**src/y2r_pkg.sv**
```systemverilog
`default_nettype none

package y2r_pkg;

    localparam int unsigned PixW  = 8;
    localparam int unsigned TermW = 27;
    localparam int unsigned SumW  = 28;
    localparam int unsigned FracBits = 16;

    localparam logic signed [19:0] K_LUMA     = 20'sd76284;
    localparam logic signed [19:0] K_CR_RED   = 20'sd104595;
    localparam logic signed [19:0] K_CR_GREEN = 20'sd53281;
    localparam logic signed [19:0] K_CB_GREEN = 20'sd25625;
    localparam logic signed [19:0] K_CB_BLUE  = 20'sd132252;
    localparam logic signed [8:0]  CHROMA_BIAS = 9'sd128;
    localparam logic signed [8:0]  LUMA_BIAS   = 9'sd16;
    localparam logic [7:0]         ALPHA_OPAQUE = 8'd255;
    localparam logic [7:0]         PIX_MAX      = 8'd255;

    typedef enum logic [1:0] {
        POS_TOP_LEFT     = 2'd0,
        POS_TOP_RIGHT    = 2'd1,
        POS_BOTTOM_LEFT  = 2'd2,
        POS_BOTTOM_RIGHT = 2'd3
    } pix_pos_t;

    typedef enum logic {
        FMT_BGR24  = 1'b0,
        FMT_BGRA32 = 1'b1
    } out_fmt_t;

    // one 2x2 block with its chroma terms already worked out
    typedef struct packed {
        logic [3:0][PixW-1:0]    luma;
        logic signed [TermW-1:0] b_term;
        logic signed [TermW-1:0] g_term;
        logic signed [TermW-1:0] r_term;
    } blk_t;

    // floor shift by the fraction bits, then clamp to a byte
    function automatic logic [PixW-1:0] clamp_px(logic signed [SumW-1:0] s);
        logic signed [SumW-FracBits-1:0] t;
        logic [PixW-1:0] r;
        t = s[SumW-1:FracBits];
        if (t < 0)
            r = '0;
        else if (t > $signed({{(SumW-FracBits-PixW){1'b0}}, PIX_MAX}))
            r = PIX_MAX;
        else
            r = t[PixW-1:0];
        return r;
    endfunction

endpackage

`default_nettype wire

```
**src/yuv420_to_rgb_block_converter_unit.sv**
```systemverilog
// Path: each block is registered by the front stage and held in the queue; its
// pixels then pass through the multiply stage and the output register, leaving
// one per cycle when the sink keeps up. The back-end pixel sequencer runs one luma
// multiply per cycle unless the multiply stage is held by a stalled output register.
// Reset: asynchronous, active low; clears all valid flags and pointers and sets
// output_format to 32-bit BGRA.
`default_nettype none

module yuv420_to_rgb_block_converter_unit #(
    parameter int unsigned QUEUE_DEPTH = 2
) (
    input  wire logic        clk,
    input  wire logic        rst_n,
    input  wire logic        cfg_we,
    input  wire logic        cfg_wdata,        // output_format
    input  wire logic        s_axis_tvalid,
    output logic             s_axis_tready,
    // luma_top_left, luma_top_right, luma_bottom_left, luma_bottom_right,
    // chroma_blue, chroma_red
    input  wire logic [47:0] s_axis_tdata,
    output logic             m_axis_tvalid,
    input  wire logic        m_axis_tready,
    output logic [31:0]      m_axis_tdata,     // blue, green, red, alpha
    output logic [1:0]       m_axis_tuser,     // pixel_position
    output logic             m_axis_tlast      // last_of_block
);

    logic          fmt_reg;
    logic          fr_valid;
    logic          fr_ready;
    y2r_pkg::blk_t fr_blk;
    logic          q_valid;
    logic          q_ready;
    y2r_pkg::blk_t q_blk;

    always_ff @(posedge clk or negedge rst_n)
    begin
        if (!rst_n)
            fmt_reg <= y2r_pkg::FMT_BGRA32;
        else if (cfg_we)
            fmt_reg <= cfg_wdata;
    end

    y2r_front u_front (
        .clk       (clk),
        .rst_n     (rst_n),
        .in_valid  (s_axis_tvalid),
        .in_ready  (s_axis_tready),
        .in_data   (s_axis_tdata),
        .out_valid (fr_valid),
        .out_ready (fr_ready),
        .out_blk   (fr_blk)
    );

    y2r_queue #(
        .DEPTH (QUEUE_DEPTH)
    ) u_queue (
        .clk        (clk),
        .rst_n      (rst_n),
        .push_valid (fr_valid),
        .push_ready (fr_ready),
        .push_blk   (fr_blk),
        .pop_valid  (q_valid),
        .pop_ready  (q_ready),
        .pop_blk    (q_blk)
    );

    y2r_back u_back (
        .clk           (clk),
        .rst_n         (rst_n),
        .blk_valid     (q_valid),
        .blk_ready     (q_ready),
        .blk           (q_blk),
        .output_format (fmt_reg),
        .out_valid     (m_axis_tvalid),
        .out_ready     (m_axis_tready),
        .out_data      (m_axis_tdata),
        .out_user      (m_axis_tuser),
        .out_last      (m_axis_tlast)
    );

    a_last_on_final_pixel: assert property (@(posedge clk) disable iff (!rst_n)
        m_axis_tvalid |-> (m_axis_tlast == (m_axis_tuser == y2r_pkg::POS_BOTTOM_RIGHT)))
        else $error("tlast does not match final pixel position");

    a_alpha_follows_format: assert property (@(posedge clk) disable iff (!rst_n)
        m_axis_tvalid |-> (m_axis_tdata[31:24] ==
            ((fmt_reg == y2r_pkg::FMT_BGRA32) ? y2r_pkg::ALPHA_OPAQUE : 8'd0)))
        else $error("alpha byte does not follow output format");

    a_pixel_order: assert property (@(posedge clk) disable iff (!rst_n)
        (m_axis_tvalid && m_axis_tready && !m_axis_tlast) ##1 m_axis_tvalid
            |-> (m_axis_tuser == $past(m_axis_tuser) + 2'd1))
        else $error("pixel position skipped within a block");

endmodule

`default_nettype wire

```
**src/y2r_front.sv**
```systemverilog
`default_nettype none

module y2r_front (
    input  wire logic               clk,
    input  wire logic               rst_n,
    input  wire logic               in_valid,
    output logic                    in_ready,
    input  wire logic [47:0]        in_data,
    output logic                    out_valid,
    input  wire logic               out_ready,
    output y2r_pkg::blk_t           out_blk
);

    logic            valid_reg;
    y2r_pkg::blk_t   blk_reg;
    y2r_pkg::blk_t   blk_next;
    logic signed [8:0] cb;
    logic signed [8:0] cr;
    logic signed [y2r_pkg::TermW-1:0] cr_g;
    logic signed [y2r_pkg::TermW-1:0] cb_g;
    logic            accept;

    assign in_ready = !valid_reg || out_ready;
    assign accept   = in_valid && in_ready;

    always_comb
    begin
        cb = $signed({1'b0, in_data[39:32]}) - y2r_pkg::CHROMA_BIAS;
        cr = $signed({1'b0, in_data[47:40]}) - y2r_pkg::CHROMA_BIAS;
        cr_g = cr * y2r_pkg::K_CR_GREEN;
        cb_g = cb * y2r_pkg::K_CB_GREEN;
        blk_next.luma[0] = in_data[7:0];
        blk_next.luma[1] = in_data[15:8];
        blk_next.luma[2] = in_data[23:16];
        blk_next.luma[3] = in_data[31:24];
        blk_next.b_term  = cb * y2r_pkg::K_CB_BLUE;
        blk_next.g_term  = cr_g + cb_g;
        blk_next.r_term  = cr * y2r_pkg::K_CR_RED;
    end

    always_ff @(posedge clk or negedge rst_n)
    begin
        if (!rst_n)
            valid_reg <= 1'b0;
        else if (in_ready)
            valid_reg <= in_valid;
    end

    always_ff @(posedge clk)
    begin
        if (accept)
            blk_reg <= blk_next;
    end

    assign out_valid = valid_reg;
    assign out_blk   = blk_reg;

endmodule

`default_nettype wire

```
**src/y2r_queue.sv**
```systemverilog
`default_nettype none

module y2r_queue #(
    parameter int unsigned DEPTH = 2
) (
    input  wire logic          clk,
    input  wire logic          rst_n,
    input  wire logic          push_valid,
    output logic               push_ready,
    input  wire y2r_pkg::blk_t push_blk,
    output logic               pop_valid,
    input  wire logic          pop_ready,
    output y2r_pkg::blk_t      pop_blk
);

    localparam int unsigned PtrW = (DEPTH > 1) ? $clog2(DEPTH) : 1;
    localparam int unsigned CntW = $clog2(DEPTH + 1);
    localparam logic [PtrW-1:0] LastPtr = PtrW'(DEPTH - 1);
    localparam logic [CntW-1:0] FullCnt = CntW'(DEPTH);

    y2r_pkg::blk_t   mem [DEPTH];
    logic [PtrW-1:0] wr_ptr_reg;
    logic [PtrW-1:0] rd_ptr_reg;
    logic [CntW-1:0] count_reg;
    logic [CntW-1:0] count_next;
    logic            push;
    logic            pop;

    assign push_ready = (count_reg != FullCnt);
    assign pop_valid  = (count_reg != '0);
    assign push       = push_valid && push_ready;
    assign pop        = pop_valid && pop_ready;
    assign pop_blk    = mem[rd_ptr_reg];

    always_comb
    begin
        count_next = count_reg;
        if (push && !pop)
            count_next = count_reg + CntW'(1);
        else if (pop && !push)
            count_next = count_reg - CntW'(1);
    end

    always_ff @(posedge clk or negedge rst_n)
    begin
        if (!rst_n)
        begin
            wr_ptr_reg <= '0;
            rd_ptr_reg <= '0;
            count_reg  <= '0;
        end
        else
        begin
            count_reg <= count_next;
            if (push)
                wr_ptr_reg <= (wr_ptr_reg == LastPtr) ? '0 : wr_ptr_reg + PtrW'(1);
            if (pop)
                rd_ptr_reg <= (rd_ptr_reg == LastPtr) ? '0 : rd_ptr_reg + PtrW'(1);
        end
    end

    always_ff @(posedge clk)
    begin
        if (push)
            mem[wr_ptr_reg] <= push_blk;
    end

endmodule

`default_nettype wire

```
**src/y2r_back.sv**
```systemverilog
`default_nettype none

module y2r_back (
    input  wire logic          clk,
    input  wire logic          rst_n,
    input  wire logic          blk_valid,
    output logic               blk_ready,
    input  wire y2r_pkg::blk_t blk,
    input  wire logic          output_format,
    output logic               out_valid,
    input  wire logic          out_ready,
    output logic [31:0]        out_data,
    output logic [1:0]         out_user,
    output logic               out_last
);

    localparam int unsigned TW = y2r_pkg::TermW;
    localparam int unsigned SW = y2r_pkg::SumW;

    logic [1:0]          pos_reg;
    logic                issue;
    logic                s1_ready;
    logic                o_ready;
    logic signed [8:0]   yd;

    // multiply stage
    logic                s1_valid_reg;
    logic [1:0]          s1_pos_reg;
    logic signed [TW-1:0] s1_y_reg;
    logic signed [TW-1:0] s1_b_reg;
    logic signed [TW-1:0] s1_g_reg;
    logic signed [TW-1:0] s1_r_reg;
    logic signed [TW-1:0] y_next;

    // output register
    logic                o_valid_reg;
    logic [7:0]          o_blue_reg;
    logic [7:0]          o_green_reg;
    logic [7:0]          o_red_reg;
    logic [1:0]          o_pos_reg;
    logic signed [SW-1:0] sum_b;
    logic signed [SW-1:0] sum_g;
    logic signed [SW-1:0] sum_r;

    assign o_ready   = !o_valid_reg || out_ready;
    assign s1_ready  = !s1_valid_reg || o_ready;
    assign issue     = blk_valid && s1_ready;
    // release the block once its last pixel enters the multiply stage
    assign blk_ready = s1_ready && (pos_reg == y2r_pkg::POS_BOTTOM_RIGHT);

    always_comb
    begin
        yd     = $signed({1'b0, blk.luma[pos_reg]}) - y2r_pkg::LUMA_BIAS;
        y_next = yd * y2r_pkg::K_LUMA;
    end

    always_comb
    begin
        sum_b = SW'(s1_y_reg) + SW'(s1_b_reg);
        sum_g = SW'(s1_y_reg) - SW'(s1_g_reg);
        sum_r = SW'(s1_y_reg) + SW'(s1_r_reg);
    end

    always_ff @(posedge clk or negedge rst_n)
    begin
        if (!rst_n)
        begin
            pos_reg      <= y2r_pkg::POS_TOP_LEFT;
            s1_valid_reg <= 1'b0;
            o_valid_reg  <= 1'b0;
        end
        else
        begin
            if (issue)
                pos_reg <= pos_reg + 2'd1;
            if (s1_ready)
                s1_valid_reg <= issue;
            if (o_ready)
                o_valid_reg <= s1_valid_reg;
        end
    end

    always_ff @(posedge clk)
    begin
        if (issue)
        begin
            s1_pos_reg <= pos_reg;
            s1_y_reg   <= y_next;
            s1_b_reg   <= blk.b_term;
            s1_g_reg   <= blk.g_term;
            s1_r_reg   <= blk.r_term;
        end
        if (o_ready && s1_valid_reg)
        begin
            o_pos_reg   <= s1_pos_reg;
            o_blue_reg  <= y2r_pkg::clamp_px(sum_b);
            o_green_reg <= y2r_pkg::clamp_px(sum_g);
            o_red_reg   <= y2r_pkg::clamp_px(sum_r);
        end
    end

    assign out_valid = o_valid_reg;
    assign out_data  = {(output_format == y2r_pkg::FMT_BGRA32) ? y2r_pkg::ALPHA_OPAQUE : 8'd0,
                        o_red_reg, o_green_reg, o_blue_reg};
    assign out_user  = o_pos_reg;
    assign out_last  = (o_pos_reg == y2r_pkg::POS_BOTTOM_RIGHT);

endmodule

`default_nettype wire

```
**config.mk**
```make
export PLATFORM = sky130hd
export DESIGN_NAME = yuv420_to_rgb_block_converter_unit
export DESIGN_NICKNAME = d
export VERILOG_FILES = /design/src/y2r_pkg.sv /design/src/yuv420_to_rgb_block_converter_unit.sv /design/src/y2r_front.sv /design/src/y2r_queue.sv /design/src/y2r_back.sv
export SDC_FILE = /design/constraint.sdc
export NUM_CORES = 1
export LEC_CHECK = 0
export BUFFER_PORTS_ARGS = -buffer_cell sky130_fd_sc_hd__buf_2
export CAP_MARGIN = 10
export CELL_PAD_IN_SITES_DETAIL_PLACEMENT = 0
export CELL_PAD_IN_SITES_GLOBAL_PLACEMENT = 1
export CORE_MARGIN = 2
export CORE_UTILIZATION = 35
export DETAILED_ROUTE_END_ITERATION = 16
export PLACE_DENSITY = 0.55
export SKIP_CTS_REPAIR_TIMING = 1
export SLEW_MARGIN = 20
export SYNTH_ARGS = -nofsm -noshare
export SYNTH_HDL_FRONTEND = slang
export SYNTH_SLANG_ARGS = --single-unit
```
**constraint.sdc**
```tcl
create_clock -name clk -period 8.7 [get_ports clk]
set_input_delay 0.435 -clock clk [delete_from_list [all_inputs] [get_ports clk]]
set_output_delay 0.435 -clock clk [all_outputs]
set_load 0.01 [all_outputs]
```
; Yosys cells after proc, flatten, opt, wreduce, memory -nomap -nowiden
; Memories as Yosys holds them, arrays and structs flattened.
; Cells that the tools add are included.
[word_totals]
register_bits = 255
mem_bits_rw = 222
n_memories = 1
in_bits = 54
output_inout_bits = 37
wordCells = 82
[classes]
n_eq_ne = 3
n_reduce_logical = 18
order_cmp = 7
addsub = 12
mul = 5
muxes = 12
[memory_table]
columns = name, words, width, read_ports, rd_clocked_by_memory_dff, write_ports, line
row1 = u_queue.mem, 2, 111, 1, 0, 1, y2r_queue.sv:21  ; y2r_pkg::blk_t mem [DEPTH];
[ops]
columns = op, count
row1 = $add 27x27->28, 2
row2 = $mul 9x16->25 const B, 2
row3 = $mux 8, 5
row4 = $gt 12x9->1 const B, 3
row5 = $lt 12x1->1 const B, 3
row6 = $sub 27x27->28, 1
row7 = $add 27x27->27, 1
row8 = $mul 9x18->27 const B, 1
row9 = $mul 9x17->26 const B, 1
row10 = $mul 9x17->25 const B, 1
row11 = $sub 8x8->9 const B, 2
row12 = $bmux 8 s2, 1
row13 = $sub 8x5->9 const B, 1
row14 = $logic_and 1x1->1, 8
row15 = $logic_not 1->1, 5
row16 = $add 2x1->2 const B, 2
row17 = $eq 2x2->1 const B, 2
row18 = $mux 1, 4
row19 = $mux 2, 2
row20 = $reduce_bool 2->1, 2
row21 = $logic_or 1x1->1, 3
row22 = $lt 2x3->1 const B, 1
row23 = $add 1x1->1 const B, 2
row24 = $ne 2x2->1 const B, 1
row25 = $sub 2x1->2 const B, 1

; Depth between registers and ports, before layout
; Gate-level depths: netlist of run 1.
[depth]
word_depth = 8
mapped_depth = 30
ltp_nobuf = 29

; Cells and area by module
; A second synthesis of run 1 with hierarchy kept.
[hier_totals]
hier_cells = 2204
area_unflattened_um2 = 29762.3
[modules_own_cells]
columns = module, cells_per_inst, seq_area_each_um2, area_per_inst_um2, n_inst
row1 = y2r_front, 1048, 3358.2, 11722.5, 1
row2 = y2r_back, 784, 4003.8, 9401.5, 1
row3 = y2r_queue, 370, 6886.6, 8597.0, 1
row4 = yuv420_to_rgb_block_converter_unit, 2, 26.3, 41.3, 1

; Worst setup path before layout of run 1
; No wires, ideal clock.
[synth_path]
kind = register -> register
from = reg u_back.o_valid_reg (netlist: u_back.out_valid)
to = reg u_queue.count_reg[1]
stages_incl_launch_ff = 8
n_path_buf = 0
period_less_slack_ps = 7237
slack_ps = 1463
arrival_time_ps = 7158
setup_ps = 79
t_required_ps = 8621
cell_sequence = dfrtp_1 > nor2b_1 > a21oi_1 > nand2_1 > ha_1 > xor2_1 > nor2_1 > xor2_1
[synth_via]
elab_chain_len = 8
word_cells_on_any_way = 10
cone_classes = 1 x mux / 9 x reduce/logical
[synth_lines]
columns = element, line
row1 = start: declaration, y2r_back.sv:36  ; logic o_valid_reg;
row2 = start signal: assignment, y2r_back.sv:79  ; o_valid_reg <= s1_valid_reg;
row3 = $logic_not 1->1 *, y2r_back.sv:45  ; assign o_ready = !o_valid_reg || out_ready;
row4 = $logic_or 1x1->1 *, y2r_back.sv:45
row5 = $logic_or 1x1->1 *, y2r_back.sv:46  ; assign s1_ready = !s1_valid_reg || o_ready;
row6 = $logic_and 1x1->1 *, y2r_back.sv:49  ; assign blk_ready = s1_ready && (pos_reg == y2r_pkg::POS_BOTTOM_RIGHT);
row7 = $logic_and 1x1->1 *, y2r_queue.sv:32  ; assign pop = pop_valid && pop_ready;
row8 = $logic_not 1->1, y2r_queue.sv:38  ; if (push && !pop)
row9 = $logic_and 1x1->1, y2r_queue.sv:38
row10 = $mux 2 or $reduce_bool 2->1 (tied branches), -
row11 = end signal: assignment, y2r_queue.sv:54  ; count_reg <= count_next;
row12 = end: declaration, y2r_queue.sv:24  ; logic [CntW-1:0] count_reg;
; Every way passes the cells marked *; elsewhere a longest branch is shown, timed or not.
; A chain may end at the register's enable or synchronous reset.

; Worst setup path in the final report of run 1
[layout_path]
from = reg u_queue.rd_ptr_reg
to = reg u_back.s1_y_reg[25], data pin
[layout_via]
elab_chain_len = 5
[layout_lines]
columns = element, line
row1 = start: declaration, y2r_queue.sv:23  ; logic [PtrW-1:0] rd_ptr_reg;
row2 = start signal: assignment, y2r_queue.sv:58  ; rd_ptr_reg <= (rd_ptr_reg == LastPtr) ? '0 : rd_ptr_reg + PtrW'(1);
row3 = $mem_v2 2x111, -
row4 = $bmux 8 s2, y2r_back.sv:53  ; yd = $signed({1'b0, blk.luma[pos_reg]}) - y2r_pkg::LUMA_BIAS;
row5 = $mux 8 (implied by the code), y2r_back.sv:53
row6 = $sub 8x5->9, y2r_back.sv:53
row7 = $mul 9x16->25, y2r_back.sv:54  ; y_next = yd * y2r_pkg::K_LUMA;
row8 = named net u_back.y_next[25], y2r_back.sv:33  ; logic signed [TW-1:0] y_next;
row9 = end signal: assignment, y2r_back.sv:88  ; s1_y_reg <= y_next;
row10 = end: declaration, y2r_back.sv:29  ; logic signed [TW-1:0] s1_y_reg;
; The timed path passes the listed nets, and every way through them passes these cells. The select of a mux whose other input is x is not followed.

==> results.toml, run 1 <==
[setup_path]
cp_num_buf_inv = 6
crit_path_frequent_cell = "inv_1"
crit_path_start = "u_queue.rd_ptr_reg$_DFFE_PN0P_"
cpMaxStageDelayCell = "fa_1"
crit_chain = "buf_4 > mux4_2 > mux2i_1 > inv_1 > fa_1 > inv_1 > fa_1 > inv_1 > ha_1 > inv_1 > fa_1 > inv_1 > ha_1 > fa_1 > a21o_1 > a21oi_2 > nor2b_1 > o21a_1 > o41a_1 > a211oi_2 > o21ai_1 > a31o_1 > a21oi_1 > xnor2_1"
cp-end-kind = "register"
cp.arrival_ps = 7520
r2r_start = "u_queue.rd_ptr_reg$_DFFE_PN0P_"
critPathKind = "reg2reg"
cp_slowest_stage_delay_ps = 640
crit_required_ps = 9030
cp_top_family = "adder cells"
start_kind = "register"
critPathMaxFanout = 33

[global_routing]
grt_max_degree = 78
gr-total-overflow = 0
track_usage_pct = 14.8
grt_pass1_vias = 17700
grt_pass1_wl_um = 99000
grt_antenna_before_repair = 3

[die]
start_util_pct = 35.2
fp.dieH_um = 293
row_count = 106
fp.coreArea_um2 = 83300
dieWidth_um = 293
dieArea_um2 = 86100
io_pins = 91

[synth]
synth_cells = 2238
ys_warn_count = 0
ys_ff_latch = 467
synth_top_cell_by_area = "edfxtp_1"
synthesis.nets = 2854
synth.area.top_cells = "edfxtp_1 47%, ha_1 20%, fa_1 6.2%"
yosysUniqueCellTypes = 80
syn_avg_cell_area_um2 = 13.1
synthesis.area_um2 = 29300
synth-edff-count = 457
synth_ff_type = "edfxtp_1"
synthArstFlopShare_pct = 2.14
synth_top_area_share_pct = 46.8
yosysSeqAreaShare_pct = 47.7

[run_status]
outcome = "complete, no violations"

[routing]
post_drt_wl_per_cell_um = 18.0
vias_per_cell = 4.81
postRouteAntennaNets = 0
drt-total-wl_um = 62700
dr_total_vias = 16800
first_pass_iters = 5
drt_iter0_markers = 733
drc = 0

[timing]
worstMarginPinSlew_ps = 1020
timing.fmax_mhz = 139
fin_skew_ps = 11.6
slew_viol_final = 0
post-route-min-period_ps = 7190
setup_tns_ps = 0
max_slew_margin_pct = 31.7
setup_viol = 0
finalHoldViolations = 0
rsz0062_at_grt = "false"
whs_ps = 31.0
finalCritPeriodShare_pct = 82.6

[place]
gp_congestion = 0.814
io_buffers = 90
hpwl_um = 48200

[final_layout]
fillers = 7910
synthToLayoutAreaGrowth_pct = 12.0
finalNetCount = 2989
final_cell_mix = "471 x ha_1, 457 x edfxtp_1, 283 x inv_1, 116 x a21oi_1, 100 x xnor2_1"
final_common_cell = "ha_1"
antenna_cells = 0
drive_above_1_share_pct = 13.2
utilization_pct = 39.4
largest_reg_flops = 218

[clock_network]
clkSlewWorstSetupHoldPaths_ps = 60
clk_latency_ps = 580
numCtsBuffers = 49
cts_tree = "done"
htree_levels = 2
clockBufferDepth = 3
cts_root_buf = "clkbuf_16"
cts.sinks = 467

[run]
drv_cap = 0

[min_path]
hold_path.class = "in2reg"
hp-start = "s_axis_tdata[19]"
[worst paths after layout]
kind                            cells past startpoint  slack [ps]                        endpoint
worst max-delay path                               24        1510   u_back.s1_y_reg[25]$_DFFE_PP_
worst min-delay path                                1          30  u_front.out_blk[100]$_DFFE_PP_
worst max register to register                     24        1510   u_back.s1_y_reg[25]$_DFFE_PP_
worst min register to register                      0         420    u_back.out_user[0]$_DFFE_PP_
max in group asynchronous                           2        8190             fmt_reg$_DFFE_PN1P_
min in group asynchronous                           2         250    u_back.out_valid$_DFFE_PN0P_
[kinds of logic (layout without fill, tap and decap cells)]
group | after synthesis | in the layout | synth area share [%]
fa+ha+maj | 562 | 562 | 26.3
flops | 467 | 467 | 47.7
compound gates | 375 | 375 | 8.74
buf+inv | 308 | 482 | 4.06
simple gates | 288 | 288 | 4.63
xor+xnor | 133 | 133 | 3.97
mux | 105 | 105 | 4.63
[per-stage QoR]
stage          area (um2)  instances  worst slack (ps)
6_report            32900       3492              1510
5_1_grt             32900       3492               895
4_1_cts             32800       3483              1390
3_5_place_dp        31100       3393              1420
3_3_place_gp        31100       3393              1460
2_1_floorplan       29300       2238              1460
[synthesized netlist by cell type, types with 5 or more instances]
master and n:
xor2_1 33, a31oi_1 13, o21bai_1 17, nand4_1 6
dfrtp_1 9, edfxtp_1 457, nor2b_1 15, fa_1 91
or3_1 5, a31o_2 6, a21oi_1 117, a21o_1 48
clkbuf_1 11, o21a_1 31, and3_1 10, or2_2 5
o31a_1 6, nand2b_1 15, mux2i_1 7, o21ai_0 56
nor3_1 19, inv_1 283, ha_1 471, a21oi_2 6
mux2_2 81, o21ai_1 12, buf_4 8, nand3_1 31
nor2_1 98, and2_1 6, xnor2_1 100, nand2_1 65
a41o_1 5, mux4_2 16, a211oi_1 6
[layout make-up]
| type | instances | area (um2) | share of cell area, % |
|---|---|---|---|
| inverter | 283 | 1060 | 3.23 |
| multi-input combinational | 1463 | 14200 | 43.2 |
| sequential | 467 | 14000 | 42.6 |
| clock buffer | 56 | 1250 | 3.81 |
| clock inverter | 34 | 407 | 1.24 |
| tap | 1080 | 1350 | 4.11 |
| timing repair buffer | 109 | 616 | 1.87 |
[layer usage]
metal | global-route usage (%) | vias to the layer above | wire length, um | share of wire, %
met5 | 0 | - | 0 | 0
met4 | 3.83 | 0 | 1380 | 2.2
met3 | 1.96 | 81 | 2090 | 3.3
met2 | 24.5 | 248 | 29100 | 46
met1 | 20.4 | 8060 | 30200 | 48
li1 | - | 8419 | - | -
Power of run 1 is not shown: default switching activity piles up to over one toggle a cycle in this logic, so the estimate is an artifact.
==> run 2, diff against run 1 <==
==> constraint.sdc (replaced) <==
create_clock -name clk -period 7.5 [get_ports clk]
set_input_delay 0.375 -clock clk [delete_from_list [all_inputs] [get_ports clk]]
set_output_delay 0.375 -clock clk [all_outputs]
set_load 0.01 [all_outputs]
==> run 2 against run 1 <==
Compared with the run above: maximum frequency rose by 4.2%; routed wire length barely moved; hold slack got worse by 30 ps; die area did not move; via count barely moved; global-route usage barely moved; sequential share of layout area fell by 0.29 points; core utilization rose by 0.27 points; critical path type unchanged; largest cell class unchanged.
==> results.toml, run 2 (synthesis results as in run 1) <==
[timing]
rsz0062_at_grt = "false"
timing.fmax_mhz = 145
finalHoldViolations = 0
setup_tns_ps = 0
max_slew_margin_pct = 37.5
setup_viol = 0
worstMarginPinSlew_ps = 938
slew_viol_final = 0
fin_skew_ps = 18.4
post-route-min-period_ps = 6900
whs_ps = 1.48
finalCritPeriodShare_pct = 92.0

[setup_path]
cp_num_buf_inv = 5
cp-end-kind = "register"
cp_top_family = "adder cells"
cpMaxStageDelayCell = "dfrtp_1"
cp.arrival_ps = 7330
cp_slowest_stage_delay_ps = 780
crit_required_ps = 7940
critPathKind = "reg2reg"
critPathMaxFanout = 14
crit_chain = "mux4_2 > mux2i_1 > buf_4 > ha_1 > xnor2_1 > inv_1 > ha_1 > inv_1 > ha_1 > inv_1 > fa_1 > inv_1 > fa_1 > fa_1 > ha_1 > o21a_1 > a21oi_1 > o2bb2ai_1 > o22ai_1 > o211a_1 > o31a_1 > o21ai_0 > a21oi_1 > a31oi_1"
start_kind = "register"

[run]
drv_cap = 0

[die]
dieWidth_um = 293
fp.coreArea_um2 = 83300
row_count = 106
start_util_pct = 35.2
io_pins = 91
dieArea_um2 = 86100
fp.dieH_um = 293

[final_layout]
synthToLayoutAreaGrowth_pct = 12.8
drive_above_1_share_pct = 13.1
final_common_cell = "ha_1"
final_cell_mix = "471 x ha_1, 457 x edfxtp_1, 283 x inv_1, 116 x a21oi_1, 100 x xnor2_1"
postLayoutCellArea_um2 = 33100
antenna_cells = 0
fillers = 7863
finalNonFillerCells = 3523
finalNetCount = 3020
multi_input_area_um2 = 14200
seq_area_um2 = 14000
largest_reg_flops = 218

[routing]
first_pass_iters = 5
postRouteAntennaNets = 0
drt_iter0_markers = 641
post_drt_wl_per_cell_um = 17.8
vias_per_cell = 4.77
dr_total_vias = 16800
drc = 0
drt-total-wl_um = 62700

[run_status]
outcome = "complete, no violations"

[clock_network]
cts.sinks = 467
cts_tree = "done"
clk_latency_ps = 590
clkSlewWorstSetupHoldPaths_ps = 60
numCtsBuffers = 50
clockBufferDepth = 3
cts_root_buf = "clkbuf_16"
htree_levels = 2

[place]
gp_congestion = 0.824
io_buffers = 90
hpwl_um = 48400
dpl.cell_count = 3399
place_area_um2 = 31200

[global_routing]
grt_antenna_before_repair = 1
grt_pass1_vias = 17500
grt_pass1_wl_um = 99200
grt_max_degree = 72
track_usage_pct = 14.8
gr-total-overflow = 0

[min_path]
hold_path.class = "in2reg"
==> run 2: per-stage QoR <==
step | utilization, % | worst slack (ps)
3_3_place_gp | 37.4 | 702
4_1_cts | 39.3 | 551
3_5_place_dp | 37.4 | 591
2_1_floorplan | - | 263
5_1_grt | 39.7 | 78.3
6_report | 39.7 | 603
==> run 2: layout make-up <==
| class | instances | area share [%] |
|---|---|---|
| tap | 1080 | 4.09 |
| clock buffer | 60 | 3.90 |
| timing repair buffer | 139 | 2.72 |
| multi-input combinational | 1463 | 42.9 |
| inverter | 283 | 3.21 |
| clock inverter | 31 | 0.927 |
| sequential | 467 | 42.3 |
==> run 2: path summary, 6_finish.rpt <==
kind                                                start                             to  slack [ps]  depth (start not counted)
setup / recovery            u_back.pos_reg[0]$_DFFE_PN0P_  u_back.s1_y_reg[26]$_DFFE_PP_         600                         24
hold / removal                              s_axis_tvalid  u_front.out_valid$_DFFE_PN0N_           1                          2
setup reg to reg            u_back.pos_reg[0]$_DFFE_PN0P_  u_back.s1_y_reg[26]$_DFFE_PP_         600                         24
hold reg to reg            u_back.s1_pos_reg[1]$_DFFE_PP_   u_back.out_user[1]$_DFFE_PP_         430                          0
max in group asynchronous                           rst_n            fmt_reg$_DFFE_PN1P_        7050                          2
min in group asynchronous                           rst_n   u_back.out_valid$_DFFE_PN0P_         190                          2
==> run 2: layer usage <==
layer | vias to the layer above | global-route usage (%) | part of all wire [%]
met1 | 8030 | 20.6 | 49
met2 | 222 | 24.4 | 46
met5 | - | 0 | 0
met4 | 0 | 3.55 | 1.8
met3 | 64 | 1.82 | 2.8
li1 | 8477 | - | -
==> run 2: worst reg2reg max path, delay by kind of cell, from the launching register on <==
family	cells	cell delay [ps]
DFF	1	780
adders and majority gates	7	2570
AOI/OAI and AO/OA	9	1840
muxes	2	430
buffers and inverters	5	660
xor gates and xnor gates	1	470
Power of run 2 is left out for the same reason.
